File: config.mk
export PLATFORM = sky130hd
export DESIGN_NAME = small_language_tokenizer_core_flat
export DESIGN_NICKNAME = d
export VERILOG_FILES = /design/src/rtl/sltok_pkg.sv /design/src/rtl/sltok_if.sv /design/src/rtl/sltok_ctrl.sv /design/src/rtl/sltok_dp.sv /design/src/rtl/small_language_tokenizer_core.sv /design/src/flat_wrapper.sv
export VERILOG_INCLUDE_DIRS = /design/src /design/src/rtl
export SDC_FILE = /design/constraint.sdc
export NUM_CORES = 1
export LEC_CHECK = 0
export ABC_AREA = 1
export BUFFER_PORTS_ARGS = -buffer_cell sky130_fd_sc_hd__clkbuf_2
export CAP_MARGIN = 0
export CORE_UTILIZATION = 62
export CTS_BUF_LIST = sky130_fd_sc_hd__clkbuf_2 sky130_fd_sc_hd__clkbuf_4 sky130_fd_sc_hd__clkbuf_8
export DETAILED_ROUTE_END_ITERATION = 8
export PLACE_DENSITY = 0.79
export SYNTH_ARGS = -nofsm -noshare
export SYNTH_HDL_FRONTEND = slang
export SYNTH_SLANG_ARGS = --single-unit
File: constraint.sdc
create_clock -name clk_i -period 4.2 [get_ports clk_i]
set_clock_uncertainty 0.15 [all_clocks]
set_input_delay 0.84 -clock clk_i [delete_from_list [all_inputs] [get_ports clk_i]]
set_output_delay 0.84 -clock clk_i [all_outputs]
set_load 0.05 [all_outputs]
File: src/rtl/small_language_tokenizer_core_macros.svh
// Assertion macros for the small language tokenizer.
// Included by the RTL files that carry concurrent checks.
`ifndef SMALL_LANGUAGE_TOKENIZER_CORE_MACROS_SVH
`define SMALL_LANGUAGE_TOKENIZER_CORE_MACROS_SVH

// Same-cycle implication, disabled while reset is asserted.
`define SLTOK_ASSERT_IMPL(name, clk, rstn, ante, cons) \
  name: assert property (@(posedge clk) disable iff (!rstn) (ante) |-> (cons)) \
    else $error("sltok: assertion failed");

// Next-cycle implication, disabled while reset is asserted.
`define SLTOK_ASSERT_NEXT(name, clk, rstn, ante, cons) \
  name: assert property (@(posedge clk) disable iff (!rstn) (ante) |=> (cons)) \
    else $error("sltok: assertion failed");

`endif

File: src/rtl/sltok_pkg.sv
// Shared types, constants and lookup functions of the tokenizer.
// No dependencies; used by the controller, datapath and top level.
`timescale 1ns / 1ps
`default_nettype none

package sltok_pkg;

  localparam int unsigned MaxLexeme = 32;
  localparam int unsigned LenW      = $clog2(MaxLexeme + 1);
  localparam int unsigned IdxW      = $clog2(MaxLexeme);
  localparam int unsigned KwCount   = 7;
  localparam int unsigned KwMaxLen  = 6;

  typedef logic [4:0] kind_t;

  localparam kind_t KindEof    = 5'd0;
  localparam kind_t KindErr    = 5'd1;
  localparam kind_t KindAssign = 5'd2;
  localparam kind_t KindEq     = 5'd3;
  localparam kind_t KindAnd    = 5'd16;
  localparam kind_t KindInt    = 5'd17;
  localparam kind_t KindId     = 5'd18;
  localparam kind_t KindStr    = 5'd19;
  localparam kind_t KindKw0    = 5'd20;

  localparam logic [1:0] ActChar = 2'd0;
  localparam logic [1:0] ActEnd  = 2'd1;

  localparam logic [7:0] ChHash   = 8'h23;
  localparam logic [7:0] ChAmp    = 8'h26;
  localparam logic [7:0] ChEq     = 8'h3D;
  localparam logic [7:0] ChQuote  = 8'h22;
  localparam logic [7:0] ChBslash = 8'h5C;
  localparam logic [7:0] ChLcN    = 8'h6E;
  localparam logic [7:0] ChNl     = 8'h0A;
  localparam logic [7:0] ChUnder  = 8'h5F;

  typedef enum logic [2:0] {
    ModeStart, ModeComment, ModeEq, ModeAmp, ModeNum, ModeWord, ModeStr, ModeEsc
  } mode_e;

  typedef enum logic [1:0] {
    StIdle, StExec, StFlRd, StFlOut
  } state_e;

  typedef struct packed {
    logic  capture;
    logic  push;
    logic  push_nl;
    logic  clear;
    logic  rd_start;
    logic  rd_next;
    logic  load_tok;
    logic  load_byte;
    kind_t kind;
  } dp_cmd_t;

  typedef struct packed {
    logic  is_char;
    logic  is_eof;
    logic  is_space;
    logic  is_hash;
    logic  is_eq;
    logic  is_amp;
    logic  is_quote;
    logic  is_bslash;
    logic  is_lc_n;
    logic  is_nl;
    logic  is_digit;
    logic  is_word_start;
    logic  punct_hit;
    kind_t punct_kind;
    logic  kw_hit;
    kind_t kw_kind;
    logic  len_zero;
    logic  rd_last;
    logic  out_free;
  } dp_sts_t;

  // Punctuation kind, or KindErr when the byte is not punctuation.
  function automatic kind_t punct_kind(input logic [7:0] ch);
    kind_t k;
    case (ch)
      8'h5B:   k = 5'd4;   // [
      8'h5D:   k = 5'd5;   // ]
      8'h2C:   k = 5'd6;   // ,
      8'h28:   k = 5'd7;   // (
      8'h29:   k = 5'd8;   // )
      8'h7B:   k = 5'd9;   // {
      8'h7D:   k = 5'd10;  // }
      8'h2D:   k = 5'd11;  // -
      8'h3C:   k = 5'd12;  // <
      8'h2B:   k = 5'd13;  // +
      8'h2A:   k = 5'd14;  // *
      8'h2E:   k = 5'd15;  // .
      default: k = KindErr;
    endcase
    return k;
  endfunction

  // Keyword text, first character in the top byte, zero padded.
  function automatic logic [47:0] kw_text(input logic [2:0] k);
    logic [47:0] w;
    case (k)
      3'd0:    w = {"nil", 24'h0};
      3'd1:    w = {"if", 32'h0};
      3'd2:    w = {"while", 8'h0};
      3'd3:    w = {"print", 8'h0};
      3'd4:    w = {"func", 16'h0};
      3'd5:    w = "return";
      3'd6:    w = "struct";
      default: w = 48'h0;
    endcase
    return w;
  endfunction

  function automatic logic [2:0] kw_len(input logic [2:0] k);
    logic [2:0] n;
    case (k)
      3'd0:    n = 3'd3;
      3'd1:    n = 3'd2;
      3'd2:    n = 3'd5;
      3'd3:    n = 3'd5;
      3'd4:    n = 3'd4;
      3'd5:    n = 3'd6;
      3'd6:    n = 3'd6;
      default: n = 3'd0;
    endcase
    return n;
  endfunction

  // Character p of keyword k; only valid for p below KwMaxLen.
  function automatic logic [7:0] kw_char(input logic [2:0] k, input logic [2:0] p);
    logic [47:0] w;
    w = kw_text(k) << {p, 3'b000};
    return w[47:40];
  endfunction

endpackage

`default_nettype wire

File: src/rtl/sltok_if.sv
// Valid/ready channel interfaces for tokenizer input items and result tokens.
// Depends on nothing but plain logic types.
`timescale 1ns / 1ps
`default_nettype none

interface sltok_in_if;
  logic       valid;
  logic       ready;
  logic [1:0] action;
  logic [7:0] char_code;

  modport source (output valid, action, char_code, input ready);
  modport sink   (input valid, action, char_code, output ready);
endinterface

interface sltok_out_if;
  logic       valid;
  logic       ready;
  logic [4:0] token_kind;
  logic [7:0] lexeme_byte;
  logic       byte_valid;
  logic       last;
  logic       truncated;

  modport source (output valid, token_kind, lexeme_byte, byte_valid, last, truncated,
                  input ready);
  modport sink   (input valid, token_kind, lexeme_byte, byte_valid, last, truncated,
                  output ready);
endinterface

`default_nettype wire

File: src/rtl/sltok_ctrl.sv
// Tokenizer controller: scan mode, request sequencing and lexeme readout control.
// Depends on sltok_pkg and the assertion macro header.
`timescale 1ns / 1ps
`default_nettype none
`include "small_language_tokenizer_core_macros.svh"

module sltok_ctrl (
  input  wire logic              clk_i,
  input  wire logic              rst_ni,
  input  wire logic              in_valid_i,
  output logic                   in_ready_o,
  input  wire sltok_pkg::dp_sts_t sts_i,
  output sltok_pkg::dp_cmd_t     cmd_o
);

  sltok_pkg::state_e state_q, state_d;
  sltok_pkg::mode_e  mode_q, mode_d;
  sltok_pkg::kind_t  fkind_q;
  logic              redo_q;

  logic              d_emit, d_flush, d_push, d_push_nl, d_clear, d_redo;
  sltok_pkg::kind_t  d_kind;
  logic              emit_now, run_flush, exec_go;

  // Decision for the held item in the current scan mode.
  always_comb begin
    d_emit    = 1'b0;
    d_kind    = sltok_pkg::KindErr;
    d_flush   = 1'b0;
    d_push    = 1'b0;
    d_push_nl = 1'b0;
    d_clear   = 1'b0;
    d_redo    = 1'b0;
    mode_d    = mode_q;
    case (mode_q)
      sltok_pkg::ModeStart: begin
        if (!sts_i.is_char) begin
          d_emit = 1'b1;
          d_kind = sts_i.is_eof ? sltok_pkg::KindEof : sltok_pkg::KindErr;
        end else if (sts_i.is_space) begin
          mode_d = sltok_pkg::ModeStart;
        end else if (sts_i.is_hash) begin
          mode_d = sltok_pkg::ModeComment;
        end else if (sts_i.is_eq) begin
          mode_d = sltok_pkg::ModeEq;
        end else if (sts_i.punct_hit) begin
          d_emit = 1'b1;
          d_kind = sts_i.punct_kind;
        end else if (sts_i.is_digit) begin
          d_clear = 1'b1;
          d_push  = 1'b1;
          mode_d  = sltok_pkg::ModeNum;
        end else if (sts_i.is_word_start) begin
          d_clear = 1'b1;
          d_push  = 1'b1;
          mode_d  = sltok_pkg::ModeWord;
        end else if (sts_i.is_quote) begin
          d_clear = 1'b1;
          mode_d  = sltok_pkg::ModeStr;
        end else if (sts_i.is_amp) begin
          mode_d = sltok_pkg::ModeAmp;
        end else begin
          d_emit = 1'b1;
          d_kind = sltok_pkg::KindErr;
        end
      end
      sltok_pkg::ModeComment: begin
        if (!sts_i.is_char) begin
          mode_d = sltok_pkg::ModeStart;
          d_redo = 1'b1;
        end else if (sts_i.is_nl) begin
          mode_d = sltok_pkg::ModeStart;
        end
      end
      sltok_pkg::ModeEq: begin
        mode_d = sltok_pkg::ModeStart;
        d_emit = 1'b1;
        if (sts_i.is_eq) begin
          d_kind = sltok_pkg::KindEq;
        end else begin
          d_kind = sltok_pkg::KindAssign;
          d_redo = 1'b1;
        end
      end
      sltok_pkg::ModeAmp: begin
        mode_d = sltok_pkg::ModeStart;
        if (sts_i.is_amp) begin
          d_emit = 1'b1;
          d_kind = sltok_pkg::KindAnd;
        end else begin
          d_redo = 1'b1;  // lone '&' is dropped
        end
      end
      sltok_pkg::ModeNum: begin
        if (sts_i.is_digit) begin
          d_push = 1'b1;
        end else begin
          d_flush = 1'b1;
          d_kind  = sltok_pkg::KindInt;
          mode_d  = sltok_pkg::ModeStart;
          d_redo  = 1'b1;
        end
      end
      sltok_pkg::ModeWord: begin
        if (sts_i.is_digit || sts_i.is_word_start) begin
          d_push = 1'b1;
        end else if (sts_i.kw_hit) begin
          d_emit  = 1'b1;
          d_kind  = sts_i.kw_kind;
          d_clear = 1'b1;
          mode_d  = sltok_pkg::ModeStart;
          d_redo  = 1'b1;
        end else begin
          d_flush = 1'b1;
          d_kind  = sltok_pkg::KindId;
          mode_d  = sltok_pkg::ModeStart;
          d_redo  = 1'b1;
        end
      end
      sltok_pkg::ModeStr: begin
        if (!sts_i.is_char || sts_i.is_quote) begin
          d_flush = 1'b1;
          d_kind  = sltok_pkg::KindStr;
          mode_d  = sltok_pkg::ModeStart;
        end else if (sts_i.is_bslash) begin
          mode_d = sltok_pkg::ModeEsc;
        end else begin
          d_push = 1'b1;
        end
      end
      sltok_pkg::ModeEsc: begin
        mode_d = sltok_pkg::ModeStr;
        if (sts_i.is_lc_n) begin
          d_push    = 1'b1;
          d_push_nl = 1'b1;
        end
      end
      default: mode_d = sltok_pkg::ModeStart;
    endcase
  end

  // An empty string goes out as a single token without bytes.
  assign emit_now  = d_emit || (d_flush && sts_i.len_zero);
  assign run_flush = d_flush && !sts_i.len_zero;
  assign exec_go   = (state_q == sltok_pkg::StExec) && (!emit_now || sts_i.out_free);

  // Next state
  always_comb begin
    state_d = state_q;
    case (state_q)
      sltok_pkg::StIdle: begin
        if (in_valid_i) state_d = sltok_pkg::StExec;
      end
      sltok_pkg::StExec: begin
        if (exec_go) begin
          if (run_flush)   state_d = sltok_pkg::StFlRd;
          else if (d_redo) state_d = sltok_pkg::StExec;
          else             state_d = sltok_pkg::StIdle;
        end
      end
      sltok_pkg::StFlRd: state_d = sltok_pkg::StFlOut;
      sltok_pkg::StFlOut: begin
        if (sts_i.out_free) begin
          if (!sts_i.rd_last) state_d = sltok_pkg::StFlRd;
          else if (redo_q)    state_d = sltok_pkg::StExec;
          else                state_d = sltok_pkg::StIdle;
        end
      end
      default: state_d = sltok_pkg::StIdle;
    endcase
  end

  // Outputs
  always_comb begin
    cmd_o      = '0;
    in_ready_o = 1'b0;
    case (state_q)
      sltok_pkg::StIdle: begin
        in_ready_o    = 1'b1;
        cmd_o.capture = in_valid_i;
      end
      sltok_pkg::StExec: begin
        if (exec_go) begin
          cmd_o.push     = d_push;
          cmd_o.push_nl  = d_push_nl;
          cmd_o.clear    = d_clear;
          cmd_o.load_tok = emit_now;
          cmd_o.rd_start = run_flush;
          cmd_o.kind     = d_kind;
        end
      end
      sltok_pkg::StFlOut: begin
        if (sts_i.out_free) begin
          cmd_o.load_byte = 1'b1;
          cmd_o.kind      = fkind_q;
          cmd_o.rd_next   = !sts_i.rd_last;
          cmd_o.clear     = sts_i.rd_last;
        end
      end
      default: cmd_o = '0;
    endcase
  end

  always_ff @(posedge clk_i or negedge rst_ni) begin
    if (!rst_ni) begin
      state_q <= sltok_pkg::StIdle;
      mode_q  <= sltok_pkg::ModeStart;
      fkind_q <= sltok_pkg::KindEof;
      redo_q  <= 1'b0;
    end else begin
      state_q <= state_d;
      if (exec_go) begin
        mode_q <= mode_d;
        if (run_flush) begin
          fkind_q <= d_kind;
          redo_q  <= d_redo;
        end
      end
    end
  end

  `SLTOK_ASSERT_IMPL(a_flush_nonempty, clk_i, rst_ni, state_q == sltok_pkg::StFlOut, !sts_i.len_zero)
  `SLTOK_ASSERT_IMPL(a_load_when_free, clk_i, rst_ni, cmd_o.load_tok || cmd_o.load_byte, sts_i.out_free)
  `SLTOK_ASSERT_NEXT(a_redo_in_start, clk_i, rst_ni, exec_go && d_redo, mode_q == sltok_pkg::ModeStart)
  `SLTOK_ASSERT_NEXT(a_esc_to_str, clk_i, rst_ni, exec_go && mode_q == sltok_pkg::ModeEsc, mode_q == sltok_pkg::ModeStr)

endmodule

`default_nettype wire

File: src/rtl/sltok_dp.sv
// Tokenizer datapath: held item and its classes, lexeme store with keyword
// tracking, readout pointer and output register. Depends on sltok_pkg.
`timescale 1ns / 1ps
`default_nettype none

module sltok_dp (
  input  wire logic               clk_i,
  input  wire logic               rst_ni,
  input  wire logic [1:0]         in_action_i,
  input  wire logic [7:0]         in_char_code_i,
  input  wire sltok_pkg::dp_cmd_t cmd_i,
  output sltok_pkg::dp_sts_t      sts_o,
  input  wire logic               out_ready_i,
  output logic                    out_valid_o,
  output logic [4:0]              out_token_kind_o,
  output logic [7:0]              out_lexeme_byte_o,
  output logic                    out_byte_valid_o,
  output logic                    out_last_o,
  output logic                    out_truncated_o
);

  localparam int unsigned LenW = sltok_pkg::LenW;
  localparam int unsigned IdxW = sltok_pkg::IdxW;
  localparam int unsigned KwN  = sltok_pkg::KwCount;

  logic [1:0]          act_q;
  logic [7:0]          ch_q;
  logic [LenW-1:0]     len_q, len_d, push_pos;
  logic                ovf_q, ovf_d;
  logic [KwN-1:0]      kw_alive_q, kw_alive_d, kw_base;
  logic [IdxW-1:0]     rd_idx_q;
  logic [7:0]          rd_data_q;
  logic [7:0]          mem_q [sltok_pkg::MaxLexeme];
  logic                mem_we;
  logic [7:0]          push_byte;
  logic                is_char, is_alpha;
  logic                rd_last;
  logic                out_free;

  logic                out_valid_q;
  sltok_pkg::kind_t    out_kind_q;
  logic [7:0]          out_byte_q;
  logic                out_bv_q, out_last_q, out_trunc_q;

  // Held item classes
  assign is_char  = (act_q == sltok_pkg::ActChar);
  assign is_alpha = ((ch_q >= "a") && (ch_q <= "z")) || ((ch_q >= "A") && (ch_q <= "Z"));

  always_comb begin
    sts_o               = '0;
    sts_o.is_char       = is_char;
    sts_o.is_eof        = (act_q == sltok_pkg::ActEnd);
    sts_o.is_space      = is_char && ((ch_q == 8'h20) || ((ch_q >= 8'h09) && (ch_q <= 8'h0D)));
    sts_o.is_hash       = is_char && (ch_q == sltok_pkg::ChHash);
    sts_o.is_eq         = is_char && (ch_q == sltok_pkg::ChEq);
    sts_o.is_amp        = is_char && (ch_q == sltok_pkg::ChAmp);
    sts_o.is_quote      = is_char && (ch_q == sltok_pkg::ChQuote);
    sts_o.is_bslash     = is_char && (ch_q == sltok_pkg::ChBslash);
    sts_o.is_lc_n       = is_char && (ch_q == sltok_pkg::ChLcN);
    sts_o.is_nl         = is_char && (ch_q == sltok_pkg::ChNl);
    sts_o.is_digit      = is_char && (ch_q >= "0") && (ch_q <= "9");
    sts_o.is_word_start = is_char && (is_alpha || (ch_q == sltok_pkg::ChUnder));
    sts_o.punct_kind    = sltok_pkg::punct_kind(ch_q);
    sts_o.punct_hit     = is_char && (sts_o.punct_kind != sltok_pkg::KindErr);
    // Keyword match: prefix still alive, exact length, not cut.
    for (int k = KwN - 1; k >= 0; k--) begin
      if (kw_alive_q[k] && !ovf_q &&
          (len_q == LenW'(sltok_pkg::kw_len(3'(k))))) begin
        sts_o.kw_hit  = 1'b1;
        sts_o.kw_kind = sltok_pkg::KindKw0 + 5'(k);
      end
    end
    sts_o.len_zero = (len_q == '0);
    sts_o.rd_last  = rd_last;
    sts_o.out_free = out_free;
  end

  assign rd_last   = ((LenW'(rd_idx_q) + LenW'(1)) == len_q);
  assign out_free  = !out_valid_q || out_ready_i;
  assign push_byte = cmd_i.push_nl ? sltok_pkg::ChNl : ch_q;
  assign push_pos  = cmd_i.clear ? '0 : len_q;
  assign kw_base   = cmd_i.clear ? '1 : kw_alive_q;
  assign mem_we    = cmd_i.push && (push_pos != LenW'(sltok_pkg::MaxLexeme));

  // Keyword candidates narrow one byte at a time as the lexeme grows.
  always_comb begin
    for (int k = 0; k < KwN; k++) begin
      kw_alive_d[k] = kw_base[k] && (push_pos < LenW'(sltok_pkg::KwMaxLen)) &&
                      (sltok_pkg::kw_char(3'(k), push_pos[2:0]) == push_byte);
    end
  end

  always_comb begin
    len_d = len_q;
    ovf_d = ovf_q;
    if (cmd_i.clear) begin
      len_d = '0;
      ovf_d = 1'b0;
    end
    if (cmd_i.push) begin
      if (mem_we) len_d = push_pos + LenW'(1);
      else        ovf_d = 1'b1;
    end
  end

  always_ff @(posedge clk_i or negedge rst_ni) begin
    if (!rst_ni) begin
      len_q       <= '0;
      ovf_q       <= 1'b0;
      kw_alive_q  <= '1;
      rd_idx_q    <= '0;
      out_valid_q <= 1'b0;
    end else begin
      len_q <= len_d;
      ovf_q <= ovf_d;
      if (cmd_i.push)       kw_alive_q <= kw_alive_d;
      else if (cmd_i.clear) kw_alive_q <= '1;
      if (cmd_i.rd_start)     rd_idx_q <= '0;
      else if (cmd_i.rd_next) rd_idx_q <= rd_idx_q + IdxW'(1);
      if (cmd_i.load_tok || cmd_i.load_byte) out_valid_q <= 1'b1;
      else if (out_ready_i)                  out_valid_q <= 1'b0;
    end
  end

  // Payload registers
  always_ff @(posedge clk_i) begin
    if (cmd_i.capture) begin
      act_q <= in_action_i;
      ch_q  <= in_char_code_i;
    end
    if (cmd_i.load_tok) begin
      out_kind_q  <= cmd_i.kind;
      out_byte_q  <= 8'h00;
      out_bv_q    <= 1'b0;
      out_last_q  <= 1'b1;
      out_trunc_q <= 1'b0;
    end else if (cmd_i.load_byte) begin
      out_kind_q  <= cmd_i.kind;
      out_byte_q  <= rd_data_q;
      out_bv_q    <= 1'b1;
      out_last_q  <= rd_last;
      out_trunc_q <= ovf_q;
    end
  end

  // Lexeme store: one write port, one registered read port.
  always_ff @(posedge clk_i) begin
    if (mem_we) mem_q[push_pos[IdxW-1:0]] <= push_byte;
    rd_data_q <= mem_q[rd_idx_q];
  end

  assign out_valid_o       = out_valid_q;
  assign out_token_kind_o  = out_kind_q;
  assign out_lexeme_byte_o = out_byte_q;
  assign out_byte_valid_o  = out_bv_q;
  assign out_last_o        = out_last_q;
  assign out_truncated_o   = out_trunc_q;

endmodule

`default_nettype wire

File: src/rtl/small_language_tokenizer_core.sv
// Small language tokenizer, top level: joins controller and datapath to the channels.
// Depends on sltok_pkg, sltok_if, sltok_ctrl and sltok_dp.
//
// Usage:
//   in_i takes one request at a time: action (character, end of input, input error)
//   and char_code. out_o gives one result per lexeme byte of an int, id or string
//   token, or a single result for any other token; last marks the end of a run.
//   in_i.ready is high only while the block is idle. An absorbed character is accepted
//   while idle, then decoded. Each lexeme byte is read from the registered read port of
//   the 32-entry lexeme store, then loaded into the output register. A character that
//   ends an int, id or keyword token, or follows a lone '=' or '&', is decoded again; a
//   closing quote is not. When out_o stalls, the output register holds its result and
//   the sequencer waits; no result is lost or repeated. Reset (rst_ni low) puts the
//   scanner in start mode, empties the lexeme and drops any pending result; no clearing
//   pass is needed.
`timescale 1ns / 1ps
`default_nettype none

module small_language_tokenizer_core (
  input  wire logic  clk_i,
  input  wire logic  rst_ni,
  sltok_in_if.sink   in_i,
  sltok_out_if.source out_o
);

  sltok_pkg::dp_cmd_t cmd;
  sltok_pkg::dp_sts_t sts;

  sltok_ctrl u_ctrl (
    .clk_i      (clk_i),
    .rst_ni     (rst_ni),
    .in_valid_i (in_i.valid),
    .in_ready_o (in_i.ready),
    .sts_i      (sts),
    .cmd_o      (cmd)
  );

  sltok_dp u_dp (
    .clk_i             (clk_i),
    .rst_ni            (rst_ni),
    .in_action_i       (in_i.action),
    .in_char_code_i    (in_i.char_code),
    .cmd_i             (cmd),
    .sts_o             (sts),
    .out_ready_i       (out_o.ready),
    .out_valid_o       (out_o.valid),
    .out_token_kind_o  (out_o.token_kind),
    .out_lexeme_byte_o (out_o.lexeme_byte),
    .out_byte_valid_o  (out_o.byte_valid),
    .out_last_o        (out_o.last),
    .out_truncated_o   (out_o.truncated)
  );

endmodule

`default_nettype wire
File: src/flat_wrapper.sv
// flat-port wrapper written by rule: the top's interface ports become plain ports
module small_language_tokenizer_core_flat 
  (clk_i, rst_ni, in_i_valid, in_i_action, in_i_char_code, in_i_ready, out_o_valid, out_o_token_kind, out_o_lexeme_byte, out_o_byte_valid, out_o_last, out_o_truncated, out_o_ready);
  sltok_in_if in_i_i ();
  sltok_out_if out_o_i ();
  input  wire logic clk_i;
  input  wire logic rst_ni;
  input wire logic [$bits(in_i_i.valid)-1:0] in_i_valid;
  input wire logic [$bits(in_i_i.action)-1:0] in_i_action;
  input wire logic [$bits(in_i_i.char_code)-1:0] in_i_char_code;
  output wire logic [$bits(in_i_i.ready)-1:0] in_i_ready;
  output wire logic [$bits(out_o_i.valid)-1:0] out_o_valid;
  output wire logic [$bits(out_o_i.token_kind)-1:0] out_o_token_kind;
  output wire logic [$bits(out_o_i.lexeme_byte)-1:0] out_o_lexeme_byte;
  output wire logic [$bits(out_o_i.byte_valid)-1:0] out_o_byte_valid;
  output wire logic [$bits(out_o_i.last)-1:0] out_o_last;
  output wire logic [$bits(out_o_i.truncated)-1:0] out_o_truncated;
  input wire logic [$bits(out_o_i.ready)-1:0] out_o_ready;
  assign in_i_i.valid = in_i_valid;
  assign in_i_i.action = in_i_action;
  assign in_i_i.char_code = in_i_char_code;
  assign in_i_ready = in_i_i.ready;
  assign out_o_valid = out_o_i.valid;
  assign out_o_token_kind = out_o_i.token_kind;
  assign out_o_lexeme_byte = out_o_i.lexeme_byte;
  assign out_o_byte_valid = out_o_i.byte_valid;
  assign out_o_last = out_o_i.last;
  assign out_o_truncated = out_o_i.truncated;
  assign out_o_i.ready = out_o_ready;
  small_language_tokenizer_core u_core (.clk_i(clk_i), .rst_ni(rst_ni), .in_i(in_i_i), .out_o(out_o_i));
endmodule
==> results of run 1 <==
power groups by stage:
stage               sequential (mW)  clock, mW  combinational [mW]
global placement               4.07          0                3.95
floorplan                      4.30          0                2.61
global route                   4.06       2.74                4.48
detailed placement             4.08          0                4.02
finish                         4.03       2.59                4.13
CTS                            4.02       2.62                4.04
cell usage after synthesis, types with 6 or more instances:
| library cell | number |
|---|---|
| o21ai_1 | 6 |
| dfxtp_1 | 19 |
| a32oi_1 | 9 |
| xor2_1 | 11 |
| a21oi_1 | 22 |
| clkbuf_1 | 60 |
| o22ai_1 | 13 |
| nand2_1 | 175 |
| dfstp_2 | 7 |
| or2_2 | 9 |
| o221ai_1 | 57 |
| nor3_1 | 12 |
| o21ai_0 | 149 |
| nand3_1 | 88 |
| buf_2 | 10 |
| dfrtp_1 | 24 |
| o211ai_1 | 10 |
| ha_1 | 8 |
| a31oi_1 | 11 |
| edfxtp_1 | 271 |
| inv_2 | 10 |
| inv_1 | 96 |
| nand4_1 | 16 |
| nor2_1 | 254 |
final cells by class:
| cell class | count | area [um^2] | share of cell area, % |
|---|---|---|---|
| Clock buffer | 74 | 874.6 | 5.299 |
| Clock inverter | 20 | 127.6 | 0.7732 |
| Inverter | 109 | 411.6 | 2.494 |
| Multi-Input combinational cell | 900 | 4662 | 28.24 |
| Sequential cell | 321 | 9311 | 56.41 |
| Tap cell | 313 | 391.6 | 2.373 |
| Timing Repair Buffer | 106 | 726.9 | 4.404 |
metrics by stage:
step	utilization [%]	hold WS (ns)	power, mW	std cells
after detailed placement	67.21	0.2866	8.100	1741
after CTS	71.59	0.2009	10.68	1835
after global placement	67.21	0.2805	8.021	1741
final	72.03	0.2130	10.74	1843
after global routing	72.03	0.2435	11.28	1843
after floorplan	-	0.2698	6.907	1410
state kept, by name, indices dropped and copies added, names as in the netlist, 2 cells and up:
register / flops
u_core.u_ctrl.fkind_q: 5
u_core.u_dp.rd_idx_q: 5
u_core.u_dp.mem_q: 256
u_core.u_dp.ch_q: 8
u_core.u_dp.act_q: 2
u_core.u_ctrl.mode_q: 3
u_core.u_dp.out_lexeme_byte_o: 8
u_core.u_ctrl.state_q: 2
u_core.u_dp.rd_data_q: 8
u_core.u_dp.kw_alive_q: 7
u_core.u_dp.out_token_kind_o: 5
u_core.u_dp.len_q: 6
final timing paths:
kind                                     startpoint                        to  slack [ns]  cells past startpoint
setup / recovery                u_core.u_dp.ch_q[7]   u_core.u_dp.mem_q[7][7]        0.26                     22
hold / removal                               rst_ni   u_core.u_dp.out_valid_o        0.21                      1
setup reg to reg                u_core.u_dp.ch_q[7]   u_core.u_dp.mem_q[7][7]        0.26                     22
hold reg to reg            u_core.u_ctrl.fkind_q[4]  u_core.u_ctrl.fkind_q[4]        0.31                      2
max in group asynchronous                    rst_ni   u_core.u_dp.rd_idx_q[0]        3.06                      1
min in group clk_i                in_i_char_code[0]       u_core.u_dp.ch_q[0]        0.30                      1
per-layer routing:
metal,track usage (%),up-vias
li1,-,5175
met1,42.88,5384
met2,48.75,617
met3,6.389,99
met4,14.52,0
met5,0,-
logic make-up after synthesis:
kind of cell / Yosys count
AND/OR/NAND/NOR: 582
flip-flops: 321
AO/OA/AOI/OAI: 298
buffers and inverters: 189
XOR/XNOR: 12
adder cells (fa/ha/maj): 8
worst max-delay path, stage by stage, from the launching register on:
cell      delay [ns]
edfxtp_1        0.39
inv_1           0.18
nand2_2         0.13
nor2_8          0.17
nand3_1         0.11
o21ai_1         0.21
nand2_1         0.13
nand2_1         0.09
inv_2           0.04
nand2_1         0.05
nand2_1         0.06
nand2_2         0.11
nand2_4         0.08
nand3_4         0.18
nand3_2         0.16
ha_1            0.23
nand2_1         0.14
nor2_2          0.07
a21oi_4         0.26
buf_4           0.21
nand2_4         0.12
nor3_1          0.17
buf_4           0.21
repair_timing:
| action | in CTS | in global routing |
|---|---|---|
| resized for setup | 0 | 13 |
| buffers inserted | 0 | 8 |
| hold buffers | 0 | 0 |
| endpoints found under the setup margin | 0 | 86 |
==> flow_summary.yaml, run 1 <==
sta:
  tightest_slew_ns: 1.067
  slew_violations: 0
  setup_ws_ns: 0.2590
  rsz0062_at_grt: "no"
  fmax_ghz: 0.2537
  period_share_pct: 93.83
  tns_ns: 0
  finalSetupViolations: 0
  fin_crit_ns: 3.941
  relSlewSlack_pct: 28.84
  finalHoldViolCount: 0
power:
  p_int_mw: 6.400
  switching_power_mw: 4.338
  clkPwrFrac_pct: 24.1
  p_per_area_nw_per_um2: 650.6
  seq_power_share_pct: 37.5
  ir_drop_uv: 469.6
  combPwrFrac_pct: 38.4
  p_leak_nw: 6.257
  switching_share_pct: 40.40
clock_network:
  clkSinkCount: 321
  cts_buffers: 50
  htreeDepth: 2
  cts-root-buf: "clkbuf_8"
  cts_buffer_depth: 3
  clk_pin_slew_worst_paths_ns: 0.06
  clk-insertion-delay-late_ns: 0.58
  cts_tree: "yes"
die:
  start_util_pct: 64.12
  die_height_um: 155.9
  die_area_um2: 24320
  io_pins: 32
  die_w_um: 155.9
  core_um2: 22920
  row_count: 55
final_layout:
  area_growth_pct: 12.34
  layout_common_cells: "edfxtp_1, nor2_1, nand2_1"
  final_common_cell: "edfxtp_1"
  fill_cells: 1610
  n_antenna_cell: 0
  drive_above_1_share_pct: 16.60
  final_area_um2: 16510
  final_nets: 1510
grt:
  grt_pass1_vias: 10750
  antenna_found_initial: 0
  grt_pass1_wl_mm: 57.75
  grt_overflow: 0
  grt_max_degree: 111
  grt_usage_pct: 31.39
placed_design:
  dp_slack_ns: 0.1220
  dpl.hpwl_mm: 24.34
  finalWeightedCongestion: 0.9824
  placed_area_um2: 15400
  portBuffers: 31
logic_synthesis:
  synth_xor_area_share_pct: 0.7153
  synth_cells: 1410
  synth.area.top_cells: "edfxtp_1, nor2_1, o21ai_0, nand2_1, dfrtp_1"
  muxShareOfSynthArea_pct: 0
  async_flop_share_pct: 9.657
  synth_flop_cell: "edfxtp_1"
  synthSimpleGateAreaFrac_pct: 17.30
  ys_types: 58
  yosysTopAreaCell: "edfxtp_1"
  syn_area_um2: 14690
  ys_seq_area_share_pct: 63.31
  synth_edf_count: 271
  synth-compound-area-share_pct: 12.83
  synth_fa_ha_area_share_pct: 0.6813
  avgSynthCellArea_um2: 10.42
  synth-seq-cells: 321
  synth_top_family_by_area: "simple AND/OR/NAND/NOR gates"
  syn_nets: 1432
  synth_warnings: 0
  yosys.area.top_type_share_pct: 55.39
routing:
  first_pass_iters: 5
  vias_per_cell: 6.118
  wl_per_cell_um: 20.40
  drt_iter0_drc: 1237
  wl_met3_mm: 3.424
  wirelength_mm: 37.60
  wl_met2_mm: 17.55
  ant_nets: 0
  wl_met1_mm: 15.12
  top_layer_used: "met4"
  drcViolationCount: 0
  vias: 11280
critical_path:
  startpoint_type: "register"
  crit_arrival_ns: 4.07
  cp_max_fo: 10
  cp-end-kind: "register"
  required_ns: 4.33
  criticalPathCategory: "register to register"
outcome:
  status: "complete, no violations"
flow_run:
  cap_violations: 0
hold_path:
  hold_class: "input pin to async pin"
(Power assumes the default switching activity.)
==> run 2: changes to the inputs <==
--- a/config.mk
+++ b/config.mk
@@ -7,12 +7,14 @@
 export NUM_CORES = 1
 export LEC_CHECK = 0
 export ABC_AREA = 1
-export BUFFER_PORTS_ARGS = -buffer_cell sky130_fd_sc_hd__clkbuf_2
 export CAP_MARGIN = 0
+export CORE_MARGIN = 10
 export CORE_UTILIZATION = 62
 export CTS_BUF_LIST = sky130_fd_sc_hd__clkbuf_2 sky130_fd_sc_hd__clkbuf_4 sky130_fd_sc_hd__clkbuf_8
 export DETAILED_ROUTE_END_ITERATION = 8
-export PLACE_DENSITY = 0.79
+export DONT_BUFFER_PORTS = 1
+export PLACE_DENSITY = 0.78
 export SYNTH_ARGS = -nofsm -noshare
 export SYNTH_HDL_FRONTEND = slang
+export SYNTH_HIERARCHICAL = 1
 export SYNTH_SLANG_ARGS = --single-unit
==> run 2 against run 1 <==
Utilization fell by 0.82 points. Design area is 4.6% higher. Die area rose by 28%. Largest cell class unchanged.
==> flow_summary.yaml, run 2 <==
routing:
  vias: 12000
  ant_nets: 0
  wl_per_cell_um: 18.61
  drcViolationCount: 0
  drt_iter0_drc: 1492
  vias_per_cell: 5.791
  wirelength_mm: 38.58
  first_pass_iters: 5
clock_network:
  clk-insertion-delay-late_ns: 0.57
  cts_tree: "yes"
  cts_buffer_depth: 3
  cts-root-buf: "clkbuf_8"
  cts_buffers: 48
  htreeDepth: 2
  clk_pin_slew_worst_paths_ns: 0.06
  clkSinkCount: 321
sta:
  tns_ns: 0
  relSlewSlack_pct: 33.45
  fmax_ghz: 0.2560
  rsz0062_at_grt: "yes"
  tightest_slew_ns: 0.9982
  finalHoldViolCount: 0
  fin_crit_ns: 3.906
  period_share_pct: 93.00
  finalSetupViolations: 0
  slew_violations: 0
grt:
  grt_max_degree: 92
  grt_pass1_wl_mm: 61.27
  grt_usage_pct: 24.69
  grt_overflow: 0
  antenna_found_initial: 0
  grt_pass1_vias: 11500
critical_path:
  criticalPathCategory: "register to register"
  r2r_slack_ns: 0.29
  required_ns: 4.32
  crit_arrival_ns: 4.03
  startpoint_type: "register"
  cp-end-kind: "register"
  cp_max_fo: 8
outcome:
  status: "complete, no violations"
power:
  fin_total_pwr_mw: 8.302
  p_leak_nw: 7.118
  ir_drop_uv: 283.3
  p_per_area_nw_per_um2: 480.8
logic_synthesis:
  synth_warnings: 6
  syn_nets: 1649
  yosysTopAreaCell: "edfxtp_1"
  syn_area_um2: 15190
  synth_most_common_cell: "nand2_1"
  synth-seq-cells: 321
  avgSynthCellArea_um2: 9.349
  yosys.area.top_type_share_pct: 53.57
  ys_seq_area_share_pct: 61.23
  synth_cells: 1625
  ys_types: 45
  async_flop_share_pct: 9.657
  netlist_top_cells_count: "nand2_1, nand3_1, edfxtp_1"
  synth.area.top_cells: "edfxtp_1, nand2_1, nand3_1, dfrtp_1, nor2_1"
  synth_edf_count: 271
  synth_flop_cell: "edfxtp_1"
final_layout:
  drive_above_1_share_pct: 15.95
  largest_reg_flops: 256
  area_growth_pct: 13.66
  n_antenna_cell: 0
  final_area_um2: 17270
  layout_common_cells: "nand2_1, nand3_1, edfxtp_1"
  final_nets: 1737
  final_common_cell: "nand2_1"
placed_design:
  placed_area_um2: 16050
  finalWeightedCongestion: 0.9974
  dpl.hpwl_mm: 25.96
  portBuffers: 0
die:
  core_um2: 24250
  die_height_um: 176.5
  io_pins: 32
  start_util_pct: 62.65
  row_count: 57
  die_w_um: 176.5
  die_area_um2: 31160
flow_run:
  cap_violations: 0
hold_path:
  hold_class: "input pin to register"
[run 2: path summary, 6_finish.rpt]
path | start | endpoint | cells past startpoint
worst max-delay path | u_core/u_dp/ch_q[7] | u_core/u_dp/mem_q[7][7] | 25
worst min-delay path | in_i_action[1] | u_core/u_dp/act_q[1] | 0
worst max register to register | u_core/u_dp/ch_q[7] | u_core/u_dp/mem_q[7][7] | 25
worst min register to register | u_core/u_dp/rd_data_q[4] | u_core/u_dp/out_lexeme_byte_o[4] | 1
max in group asynchronous | rst_ni | u_core/u_dp/kw_alive_q[5] | 2
min in group asynchronous | rst_ni | u_core/u_dp/rd_idx_q[2] | 2
[run 2: layout make-up]
cell class	instances	area [um^2]
sequential	321	9308
fill	1747	6980
multi-input combinational	1127	5325
timing repair buffer	112	897.1
clock buffer	68	817.0
tap	324	405.4
inverter	103	396.6
clock inverter	18	118.9
[run 2: per-stage QoR]
stage | util [%] | setup WS [ns] | instances | hold slack, ns
2_1_floorplan | - | 0.01947 | 1625 | 0.2698
3_3_place_gp | 66.20 | 0.1431 | 1982 | 0.2781
6_report | 71.21 | 0.2939 | 2073 | 0.2226
3_5_place_dp | 66.20 | 0.06129 | 1982 | 0.2826
5_1_grt | 71.21 | -0.03570 | 2073 | 0.2030
4_1_cts | 70.19 | 0.03432 | 2070 | 0.2004
[run 2: repair_timing]
action                     4_1_cts  5_1_grt
setup endpoints to repair        0      253
hold endpoints to repair        31        0
resized for setup                0       60
hold buffers                     2        0
buffers inserted                 0        3
[run 2: critical path, cell delays in order, from the launching register on]
cell	delay (ns)
edfxtp_1	0.41
nor2_1	0.23
nand3_1	0.15
inv_1	0.15
nand3_1	0.08
a21oi_1	0.18
buf_4	0.17
nor2_4	0.06
nand2_1	0.06
nand2_1	0.05
nand2_1	0.08
nand2_1	0.07
nor2_2	0.09
nand2_2	0.08
nand2_4	0.06
nand2_2	0.05
o21ai_2	0.17
inv_2	0.09
buf_12	0.13
nand2_1	0.09
nand2_2	0.09
buf_4	0.15
nor2_1	0.15
inv_1	0.14
nor3_1	0.27
buf_4	0.23
[run 2: power by group]
| group | total (mW) | leakage, nW | internal [mW] | switching [mW] |
|---|---|---|---|---|
| sequential | 3.91 | 2.98 | 3.69 | 0.218 |
| combinational | 1.91 | 3.65 | 0.590 | 1.32 |
| clock | 2.48 | 0.494 | 1.32 | 1.16 |
| total | 8.30 | 7.12 | 5.60 | 2.70 |
[run 2: logic make-up (layout without fill, tap and decap cells)]
family	after synthesis	after routing	share of synthesized area [%]
xor gates and xnor gates	7	7	0.4530
AOI/OAI and AO/OA	92	92	3.533
buffers and inverters	177	301	5.090
adders and majority gates	10	10	0.8236
and+or+nand+nor	1017	1017	28.84
other	1	1	0.02468
DFF	321	321	61.23
[run 2: layer usage]
metal | vias to the layer above | wire, um | track usage (%)
met5 | - | 0 | 0
met4 | 0 | 1235 | 8.616
met3 | 101 | 3267 | 3.545
met2 | 597 | 18770 | 41.24
met1 | 5635 | 15310 | 32.42
li1 | 5671 | - | -
==> run 3: changes to the inputs <==
--- a/config.mk
+++ b/config.mk
@@ -9,11 +9,12 @@
 export ABC_AREA = 1
 export CAP_MARGIN = 0
 export CORE_MARGIN = 10
-export CORE_UTILIZATION = 62
+export CORE_UTILIZATION = 66
 export CTS_BUF_LIST = sky130_fd_sc_hd__clkbuf_2 sky130_fd_sc_hd__clkbuf_4 sky130_fd_sc_hd__clkbuf_8
 export DETAILED_ROUTE_END_ITERATION = 8
 export DONT_BUFFER_PORTS = 1
-export PLACE_DENSITY = 0.78
+export PLACE_DENSITY = 0.82
+export REMOVE_ABC_BUFFERS = 1
 export SYNTH_ARGS = -nofsm -noshare
 export SYNTH_HDL_FRONTEND = slang
 export SYNTH_HIERARCHICAL = 1
==> run 3 against run 2 <==
Total power rose by 1.8%. First-iteration DRC count about the same. Design area is 1.2% lower. Critical path type unchanged. Critical endpoint is now u_core/u_dp/mem_q[14][2].
==> flow_summary.yaml, run 3 (same netlist as run 2, synthesis figures left out) <==
outcome:
  status: "complete, no violations"
grt:
  grt_max_degree: 99
  busiest_layer: "met2"
  antenna_found_initial: 0
  met2_usage_pct: 44.29
  met1_usage_pct: 33.60
  grt_pass1_wl_mm: 61.02
  grt_usage_pct: 26.47
  grtUsageMet3_pct: 4.309
  grt_overflow: 0
  grt_pass1_vias: 11560
power:
  p_per_area_nw_per_um2: 495.5
  p_leak_nw: 6.997
  ir_drop_uv: 261.4
clock_network:
  cts_buffers: 50
  clk_pin_slew_worst_paths_ns: 0.07
  cts-root-buf: "clkbuf_8"
  htreeDepth: 2
  clk-insertion-delay-late_ns: 0.58
  cts_buffer_depth: 3
  cts_tree: "yes"
  clkSinkCount: 321
sta:
  slew_violations: 0
  finalSetupViolations: 0
  tns_ns: 0
  fmax_ghz: 0.2571
  finalHoldViolCount: 0
  tightest_slew_ns: 1.049
  fin_crit_ns: 3.890
  relSlewSlack_pct: 30.06
  setup_ws_ns: 0.3101
  period_share_pct: 92.62
die:
  io_pins: 32
  core_um2: 22640
  die_w_um: 171.7
  start_util_pct: 67.10
  die_area_um2: 29490
  die_height_um: 171.7
  row_count: 55
critical_path:
  cp-end-kind: "register"
  crit_family: "simple AND/OR/NAND/NOR gates"
  cp_slowest_cell: "edfxtp_1"
  startpoint_type: "register"
  cp_max_fo: 13
  crit_arrival_ns: 4.01
  required_ns: 4.32
  path_common_cell: "nand2_1"
  cp_num_buf_inv: 5
  criticalPathCategory: "register to register"
  worstPathCellList: "inv_1 > nand2_1 > nor2_2 > nand3_1 > o211ai_1 > nor2_2 > nand2_1 > nand2_1 > inv_1 > inv_1 > nand2_1 > nand2_1 > nand2_1 > nor2_2 > nand2_2 > nand2_4 > nand2_2 > o21ai_2 > buf_4 > nor2_1 > ha_1 > nand2_4 > nor2_1 > buf_4"
  cpPeakStageDelay_ns: 0.41
routing:
  drt_iter0_drc: 1491
  wl_per_cell_um: 19.39
  wirelength_mm: 39.02
  drcViolationCount: 0
  vias_per_cell: 5.997
  first_pass_iters: 6
  vias: 12070
  ant_nets: 0
final_layout:
  multi_input_area_um2: 5321
  final_common_cell: "nand2_1"
  area_growth_pct: 12.32
  regArea_um2: 9309
  fill_cells: 1519
  largest_reg_flops: 256
  n_antenna_cell: 0
  final_nets: 1712
  drive_above_1_share_pct: 14.71
  layout_common_cells: "nand2_1, nand3_1, edfxtp_1"
placed_design:
  dp_slack_ns: -0.1484
  finalWeightedCongestion: 0.9929
  dpl.hpwl_mm: 25.25
  portBuffers: 0
flow_run:
  cap_violations: 0
hold_path:
  hold_class: "input pin to register"
run 3: what timing repair did:
| action | CTS | global route |
|---|---|---|
| pin swaps | 0 | 1 |
| hold endpoints to repair | 31 | 0 |
| hold buffers | 2 | 0 |
| setup endpoints to repair | 40 | 228 |
| setup buffers | 0 | 1 |
| resized for setup | 2 | 53 |
run 3: through the flow:
| stage | cells | hold slack, ns | area, um^2 | total power, mW | utilization (%) |
|---|---|---|---|---|---|
| 2_1_floorplan | 1551 | 0.2698 | 14810 | 5.111 | - |
| 3_3_place_gp | 1918 | 0.2763 | 15790 | 5.725 | 69.75 |
| 3_5_place_dp | 1918 | 0.2776 | 15790 | 5.750 | 69.75 |
| 4_1_cts | 2011 | 0.1832 | 16860 | 8.414 | 74.46 |
| 5_1_grt | 2012 | 0.1847 | 17060 | 8.845 | 75.37 |
| 6_report | 2012 | 0.2038 | 17060 | 8.455 | 75.37 |
run 3: final timing paths:
check / endpoint / from / cells after the start / slack, ns
setup / recovery: u_core/u_dp/mem_q[14][2] / u_core/u_dp/ch_q[7] / 24 / 0.31
hold / removal: u_core/u_dp/ch_q[2] / in_i_char_code[2] / 0 / 0.20
setup reg to reg: u_core/u_dp/mem_q[14][2] / u_core/u_dp/ch_q[7] / 24 / 0.31
hold reg to reg: u_core/u_dp/out_lexeme_byte_o[7] / u_core/u_dp/rd_data_q[7] / 1 / 0.30
max in group asynchronous: u_core/u_dp/kw_alive_q[0] / rst_ni / 2 / 3.09
min in group asynchronous: u_core/u_dp/rd_idx_q[3] / rst_ni / 2 / 0.56
run 3: routing by layer:
layer  share of wire [%]  vias to the layer above
met5                   0                        -
met4                 3.7                        0
met3                 9.1                      111
met2                  50                      669
met1                  37                     5674
li1                    -                     5611
run 3: worst register-to-register path: cells and delay by family (launching register included):
family / cells / cell delay (ns)
AO/OA/AOI/OAI: 2 / 0.23
adder cells (fa/ha/maj): 1 / 0.33
AND/OR/NAND/NOR: 16 / 1.86
buffers and inverters: 5 / 0.65
flip-flops: 1 / 0.41
run 3: report_power, final:
part / switching, mW / internal (mW)
clock: 1.19 / 1.49
combinational: 1.30 / 0.554
sequential: 0.222 / 3.70
run 3: layout make-up:
cell class	count	area share [%]
clock buffers	67	4.927
inverters	103	2.302
well taps	285	2.090
clock inverters	24	1.115
repair buffers	85	3.828
multi-input cells	1127	31.18
flip-flops and latches	321	54.55
